File: src/rtl/wildcard_glob_matcher_defines.svh
// assertion macros for the glob matcher
`ifndef WILDCARD_GLOB_MATCHER_DEFINES_SVH
`define WILDCARD_GLOB_MATCHER_DEFINES_SVH

`ifndef SYNTHESIS
// checked only out of reset
`define WGM_ASSERT(lbl, prop) \
  lbl: assert property (@(posedge clk) disable iff (!rst_n) prop) \
    else $error("wgm assertion failed");
// checked at every edge, reset included
`define WGM_ASSERT_ALWAYS(lbl, prop) \
  lbl: assert property (@(posedge clk) prop) \
    else $error("wgm assertion failed");
`else
`define WGM_ASSERT(lbl, prop)
`define WGM_ASSERT_ALWAYS(lbl, prop)
`endif

`endif

File: src/rtl/wgm_pkg.sv
package wgm_pkg;

  localparam int WGM_MAX_PATTERN = 64;

  localparam logic [7:0] STAR_CHAR = 8'd42;
  localparam logic [7:0] ANY_CHAR  = 8'd63;

  typedef enum logic [1:0] {
    MODE_CLEAR   = 2'd0,
    MODE_APPEND  = 2'd1,
    MODE_SUBJECT = 2'd2,
    MODE_END     = 2'd3
  } mode_t;

  // per-cell control decoded at the top level
  typedef struct packed {
    logic update;  // active bits take a new value this cycle
    logic subj;    // subject byte step, otherwise rearm
    logic wr;      // this cell takes the appended pattern byte
    logic valid;   // cell lies inside the (new) pattern length
  } cell_ctrl_t;

endpackage

File: src/rtl/wgm_cell.sv
module wgm_cell
  import wgm_pkg::*;
#(
  parameter bit ACT_RST = 1'b0
) (
  input  logic       clk,
  input  logic       rst_n,
  input  cell_ctrl_t ctrl,
  input  logic [7:0] ch,
  input  logic       step_in,
  input  logic       carry_in,
  output logic       step_out,
  output logic       carry_out,
  output logic       act_o
);

  logic [7:0] p_r;
  logic [7:0] p_eff;
  logic       act_r, act_nxt;
  logic       is_star, is_any, pre;

  // an appended byte is seen by the rearm in the same cycle
  assign p_eff   = ctrl.wr ? ch : p_r;
  assign is_star = (p_eff == STAR_CHAR);
  assign is_any  = (p_eff == ANY_CHAR);

  // a star keeps its own position alive on a subject byte
  assign pre = (ctrl.subj & act_r & is_star & ctrl.valid) | step_in;

  always_comb begin
    act_nxt = act_r;
    if (ctrl.update) begin
      act_nxt = pre | carry_in;
    end
  end

  // star closure ripples right through the chain
  assign carry_out = act_nxt & is_star & ctrl.valid;
  assign step_out  = ctrl.subj & act_r & ctrl.valid & ~is_star &
                     (is_any | (p_eff == ch));
  assign act_o     = act_r;

  always_ff @(posedge clk) begin
    if (ctrl.wr) begin
      p_r <= ch;
    end
  end

  always_ff @(posedge clk) begin
    if (!rst_n) begin
      act_r <= ACT_RST;
    end else begin
      act_r <= act_nxt;
    end
  end

endmodule

File: src/rtl/wildcard_glob_matcher.sv
// Glob matcher: a row of MAX_PATTERN cells, one per pattern byte, each holding its byte and
// the active bit of its position; a final position bit sits past the last cell. A new word
// is accepted in every cycle while the result register is free or being drained: clear
// (mode 0), append a pattern byte (mode 1), subject byte (mode 2) or end of subject (mode 3),
// which gives one result word in the result register the cycle after it is taken and rearms
// the row. '*' matches any run, '?' any one byte; an append past MAX_PATTERN bytes sets
// overflow and forces matched low until the next clear. The clock period is set by the star
// closure, which ripples combinationally through all cells like a carry chain.
`include "wildcard_glob_matcher_defines.svh"

module wildcard_glob_matcher
  import wgm_pkg::*;
#(
  parameter int MAX_PATTERN = WGM_MAX_PATTERN
) (
  input  logic       clk,
  input  logic       rst_n,
  input  logic       in_valid,
  output logic       in_ready,
  input  logic [1:0] in_mode,
  input  logic [7:0] in_char_value,
  output logic       out_valid,
  input  logic       out_ready,
  output logic       out_matched,
  output logic       out_overflow
);

  localparam int LenW = $clog2(MAX_PATTERN + 1);

  mode_t           mode;
  logic            acc;
  logic            full;
  logic [LenW-1:0] len_r, len_nxt;
  logic            ovf_r, ovf_nxt;
  logic            upd, subj, wr;
  logic            hit;
  logic            end_act_r;
  logic            out_valid_r, out_matched_r, out_overflow_r;

  logic [MAX_PATTERN:0] step_c;
  logic [MAX_PATTERN:0] carry_c;
  logic [MAX_PATTERN:0] act_vec;

  assign mode     = mode_t'(in_mode);
  assign in_ready = ~out_valid_r | out_ready;
  assign acc      = in_valid & in_ready;
  assign full     = (len_r == LenW'(MAX_PATTERN));

  always_comb begin
    len_nxt = len_r;
    ovf_nxt = ovf_r;
    upd     = 1'b0;
    subj    = 1'b0;
    wr      = 1'b0;
    if (acc) begin
      upd = 1'b1;
      unique case (mode)
        MODE_CLEAR: begin
          len_nxt = '0;
          ovf_nxt = 1'b0;
        end
        MODE_APPEND: begin
          if (!full) begin
            len_nxt = len_r + 1'b1;
            wr      = 1'b1;
          end else begin
            ovf_nxt = 1'b1;
          end
        end
        MODE_SUBJECT: begin
          subj = 1'b1;
        end
        MODE_END: begin
        end
      endcase
    end
  end

  always_ff @(posedge clk) begin
    if (!rst_n) begin
      len_r <= '0;
      ovf_r <= 1'b0;
    end else begin
      len_r <= len_nxt;
      ovf_r <= ovf_nxt;
    end
  end

  // rearm seeds position zero
  assign step_c[0]  = upd & ~subj;
  assign carry_c[0] = 1'b0;

  for (genvar i = 0; i < MAX_PATTERN; i++) begin : g_cell
    cell_ctrl_t ctrl;
    assign ctrl.update = upd;
    assign ctrl.subj   = subj;
    assign ctrl.wr     = wr & (len_r == LenW'(i));
    assign ctrl.valid  = (LenW'(i) < len_nxt);

    wgm_cell #(
      .ACT_RST (i == 0)
    ) u_cell (
      .clk       (clk),
      .rst_n     (rst_n),
      .ctrl      (ctrl),
      .ch        (in_char_value),
      .step_in   (step_c[i]),
      .carry_in  (carry_c[i]),
      .step_out  (step_c[i+1]),
      .carry_out (carry_c[i+1]),
      .act_o     (act_vec[i])
    );
  end

  // position past the last cell holds no byte
  always_ff @(posedge clk) begin
    if (!rst_n) begin
      end_act_r <= 1'b0;
    end else if (upd) begin
      end_act_r <= step_c[MAX_PATTERN] | carry_c[MAX_PATTERN];
    end
  end

  assign act_vec[MAX_PATTERN] = end_act_r;
  assign hit = act_vec[len_r] & ~ovf_r;

  // result register
  always_ff @(posedge clk) begin
    if (!rst_n) begin
      out_valid_r <= 1'b0;
    end else if (acc && mode == MODE_END) begin
      out_valid_r <= 1'b1;
    end else if (out_ready) begin
      out_valid_r <= 1'b0;
    end
  end

  always_ff @(posedge clk) begin
    if (acc && mode == MODE_END) begin
      out_matched_r  <= hit;
      out_overflow_r <= ovf_r;
    end
  end

  assign out_valid    = out_valid_r;
  assign out_matched  = out_matched_r;
  assign out_overflow = out_overflow_r;

  `WGM_ASSERT(a_word_from_end, $rose(out_valid_r) |-> $past(acc && mode == MODE_END))
  `WGM_ASSERT(a_ovf_no_match, out_valid_r && out_overflow_r |-> !out_matched_r)
  `WGM_ASSERT(a_clear_rearms, acc && mode == MODE_CLEAR |=> act_vec[0] && len_r == '0)
  `WGM_ASSERT_ALWAYS(a_len_bound, !rst_n || len_r <= LenW'(MAX_PATTERN))

endmodule
File: config.mk
export PLATFORM = sky130hd
export DESIGN_NAME = wildcard_glob_matcher
export DESIGN_NICKNAME = d
export VERILOG_FILES = /design/src/rtl/wgm_pkg.sv /design/src/rtl/wgm_cell.sv /design/src/rtl/wildcard_glob_matcher.sv
export VERILOG_INCLUDE_DIRS = /design/src /design/src/rtl
export SDC_FILE = /design/constraint.sdc
export NUM_CORES = 2
export LEC_CHECK = 0
export BUFFER_PORTS_ARGS = -buffer_cell sky130_fd_sc_hd__buf_2
export CORE_MARGIN = 2
export CORE_UTILIZATION = 30
export DETAILED_ROUTE_END_ITERATION = 8
export PLACE_DENSITY = 0.54
export SLEW_MARGIN = 30
export SYNTH_ARGS = -nofsm -noshare
export SYNTH_HDL_FRONTEND = slang
export SYNTH_SLANG_ARGS = --single-unit
File: constraint.sdc
create_clock -name clk -period 11.5 [get_ports clk]
set_input_delay 0.575 -clock clk [delete_from_list [all_inputs] [get_ports clk]]
set_output_delay 0.575 -clock clk [all_outputs]
set_load 0.05 [all_outputs]
==> results summary <==
The total wire length came out at 113000 um. In this run the critical register-to-register path is launched from out_valid$_SDFFE_PN0P_. TritonCTS built the clock tree. The run finished with clean final reports.

The share of the yosys chip area belonging to registers is 34.5%. Setup repair after global routing left no endpoint under its margin. The wire length of the first global-routing pass came out at 171000 um. The startpoint type of the worst setup path is a flip-flop. The net count after synthesis came out at 3776. The total leakage power is 14.7 nW. The number of placed cells counting well taps is 5067. The share of synthesized flip-flops with an asynchronous set or reset came out at 0%.

The last weighted congestion value of the routability-driven placer came out at 0.967. STA puts the critical path data required time at 11.99 ns. Per report_power, the combinational group accounts for 7.2% of the total. The time the worst path needs with I/O delays and setup is 7.10 ns. The pin count of the biggest net entering global routing came out at 63. STA classifies the critical path endpoint as a flip-flop. In this run the clock root is driven by a clkbuf_16. The total count of hold-check failures in the final report came out at 0. The overflow left after global routing came out at 0. The all-layer global routing usage is 18.9%. The total internal power came out at 3.62 mW. The total area of sequential cells is 11800 um^2.

The number of sinks driven by the clock tree came out at 588. Detailed routing inserted a total of 28555 vias. The timing startpoint of the critical path is out_valid$_SDFFE_PN0P_. The number of antenna violations at the first check in global routing is 3. The met2 layer wire length in the routed design came out at 50200 um. The cell depth of the worst flop-to-flop path is 19. Summing every instance area after synthesis gives 34100 um^2. The average wire length per cell after detail routing is 21.7 um. The number of standard cells in the layout, taps in and fillers out is 5202. The count of nets after finishing came out at 3660.

The post-DP HPWL came out at 77500 um. The routed design uses 7080 um of met3 wire. The starting utilization of the core area came out at 30.3%.

The clock network burns 49.2% of the power. The synthesis warning total is 0. The post-cts resize count came out at 0. In this run the core area contains 123 standard-cell rows. The number of routed nets with antenna violations is 0.

The share of cells above drive strength 1 came out at 18.4%. The longest clock path from root to sink contains 3 buffers. The share of total power in sequential cells came out at 43.5%. The worst slew slack as a fraction of its limit came out at 24.7%.

The count of different cell masters after synthesis came out at 106. The core outline area is 113000 um^2. The synthesized flop and latch total is 588. The peak supply drop is 120 uV.

The number of flops mapped to enable cells by yosys came out at 2. The via count of the first global-routing pass was 27190. Dividing the detail-routed via count by the number of cells gives 5.49. Among all flip-flop cells after synthesis, the most frequent one is dfxtp_1. The highest layer touched by signal routing is met5. The H-tree depth came out at 3. The worst-skew pair later-pin latency came out at 0.65 ns. The final count of pins violating max slew came to 0. The post-layout worst setup margin is 4.40 ns.

The switching power as a share of total power came out at 24.7%. The path type of the worst min-delay path is input pin to flip-flop. The power density over the cells came out at 126 nW/um^2. The number of setup violations in the final report is 0. The worst path arrival time is 7.60 ns. In the final layout, the multi-input gates occupy 21000 um^2.

The average instance in the mapped netlist occupies 9.09 um^2. After detailed routing, the wire length on met1 is 50800 um. The count of filler cells inserted in the layout came out at 11707. The switching component of the power is 1.18 mW. The number of I/O pins is 18. The final clock skew came out at 0.0298 ns. The final critical path takes up 61.8% of the cycle. Based on the critical path, the design can be clocked at up to 141 MHz. The die is 341 um tall.

The number of cells on the worst hold path is 2. The actual slew at the worst max-slew pin came out at 1.12 ns. The post-synthesis to final-layout area growth is 11.5%. For this run, the detailed router's first-pass iteration total came to 9. Setup total negative slack on the finished layout was measured at 0 ns.

The critical path is of the flip-flop to flip-flop type. Clock-pin slew was measured on the worst setup and hold paths at 0.06 ns. The number of buffers inserted by post-CTS setup repair came out at 0.

The CTS buffer count is 73. Before CTS, the worst setup slack after placement is 4.56 ns. The count of maximum capacitance violations is 0.

The worst hold path begins at in_char_value[6]. The quantity of I/O buffers inserted on ports is 17. In this run the worst path has a maximum fanout of 48. The DRC violation total after the first TritonRoute iteration is 1924.

In this run the horizontal extent of the chip is 341 um. The die covers 117000 um^2. The DRC violations left came out at 0. The synthesized instance count is 3758. The hold buffer count at cts is 0.
==> layout make-up <==
cell class                      count  area share [%]
Clock inverter                     16           0.434
Multi-Input combinational cell   2799            55.1
Timing Repair Buffer               77            1.54
Tap cell                         1500            4.93
Inverter                          103            1.02
Antenna cell                        2          0.0131
Sequential cell                   588            31.0
Clock buffer                      117            6.04
==> worst max-delay path, stage by stage, from the launching register on <==
cell and delay, ns:
dfxtp_1 0.33, nor2b_2 0.13, buf_4 0.30, clkinv_2 0.78, nand3_1 0.82, nor2_1 0.25, nor2_2 0.37, buf_4 0.39
nand2_1 0.38, o311a_1 0.57, and3_1 0.23, a221o_1 0.36, a2111oi_4 0.42, nor4_4 0.08, a21oi_2 0.25, o221ai_4 0.21
a311oi_1 0.46, nor2_1 0.17, o2111ai_1 0.29, a21oi_1 0.10
==> through the flow <==
step	power (mW)	instance area, um^2	util, %	hold slack [ns]
2_1_floorplan	2.37	34100	-	0.432
3_3_place_gp	2.48	35600	31.6	0.485
3_5_place_dp	2.48	35600	31.6	0.495
4_1_cts	4.85	38000	33.8	0.464
5_1_grt	4.97	38100	33.8	0.482
6_report	4.80	38100	33.8	0.485
==> sequential cells by signal, indices dropped and copies added (netlist names) <==
| signal | cells |
|---|---|
| g_cell.u_cell.p_r | 512 |
| g_cell.u_cell.act_o | 64 |
| len_r | 7 |
| end_act_r | 1 |
| out_matched | 1 |
| out_overflow | 1 |
| out_valid | 1 |
| ovf_r | 1 |
==> cells in the mapped netlist (all sizes together) (40+ instances only) <==
| master | n | area (um^2) |
|---|---|---|
| a21oi | 133 | 673 |
| and3 | 40 | 250 |
| buf | 122 | 567 |
| clkbuf | 146 | 548 |
| dfxtp | 586 | 11700 |
| inv | 101 | 379 |
| mux2 | 388 | 4370 |
| mux2i | 94 | 941 |
| nand2 | 206 | 776 |
| nand3 | 85 | 425 |
| nand4 | 155 | 982 |
| nor2 | 226 | 856 |
| nor3 | 101 | 510 |
| nor4 | 85 | 581 |
| o21ai | 197 | 986 |
| xnor2 | 299 | 2620 |
| xor2 | 210 | 1840 |
==> final timing paths <==
| path | to | slack (ns) |
|---|---|---|
| setup reg to reg | g_cell[62].u_cell.act_o$_SDFF_PN0_ | 4.40 |
| hold reg to reg | g_cell[4].u_cell.p_r[2]$_DFF_P_ | 0.50 |
| hold / removal | g_cell[8].u_cell.p_r[6]$_DFF_P_ | 0.48 |
| setup / recovery | g_cell[62].u_cell.act_o$_SDFF_PN0_ | 4.40 |
==> routing by layer <==
metal  up-vias  global-route usage [%]
li1      13470                       -
met1     13926                    25.2
met2       957                    29.9
met3       200                    3.17
met4         2                    8.14
met5         -                       0
==> cell usage in the layout, fill, tap and decap left out, drive strengths merged, types with 77 or more instances in the layout <==
cell,instances
nand3,85
buf,77
nand2,206
inv,102
a21oi,133
nor4,85
dfxtp,586
clkbuf,117
nand4,155
xnor2,299
o21ai,197
mux2,388
xor2,210
nor2,226
nor3,101
mux2i,94
==> kinds of logic after synthesis <==
family / synth area share, %
fa+ha+maj: 0.147
simple gates: 17.7
compound gates: 13.3
mux: 16.9
buf+inv: 4.40
flops: 34.5
xor+xnor: 13.1
==> power by group through the flow <==
stage	clock [mW]	combinational (mW)	sequential, mW
2_1_floorplan	0	0.242	2.13
3_3_place_gp	0	0.345	2.14
3_5_place_dp	0	0.344	2.13
4_1_cts	2.42	0.346	2.09
5_1_grt	2.50	0.373	2.09
6_report	2.36	0.347	2.09
(Power assumes the default switching activity.)
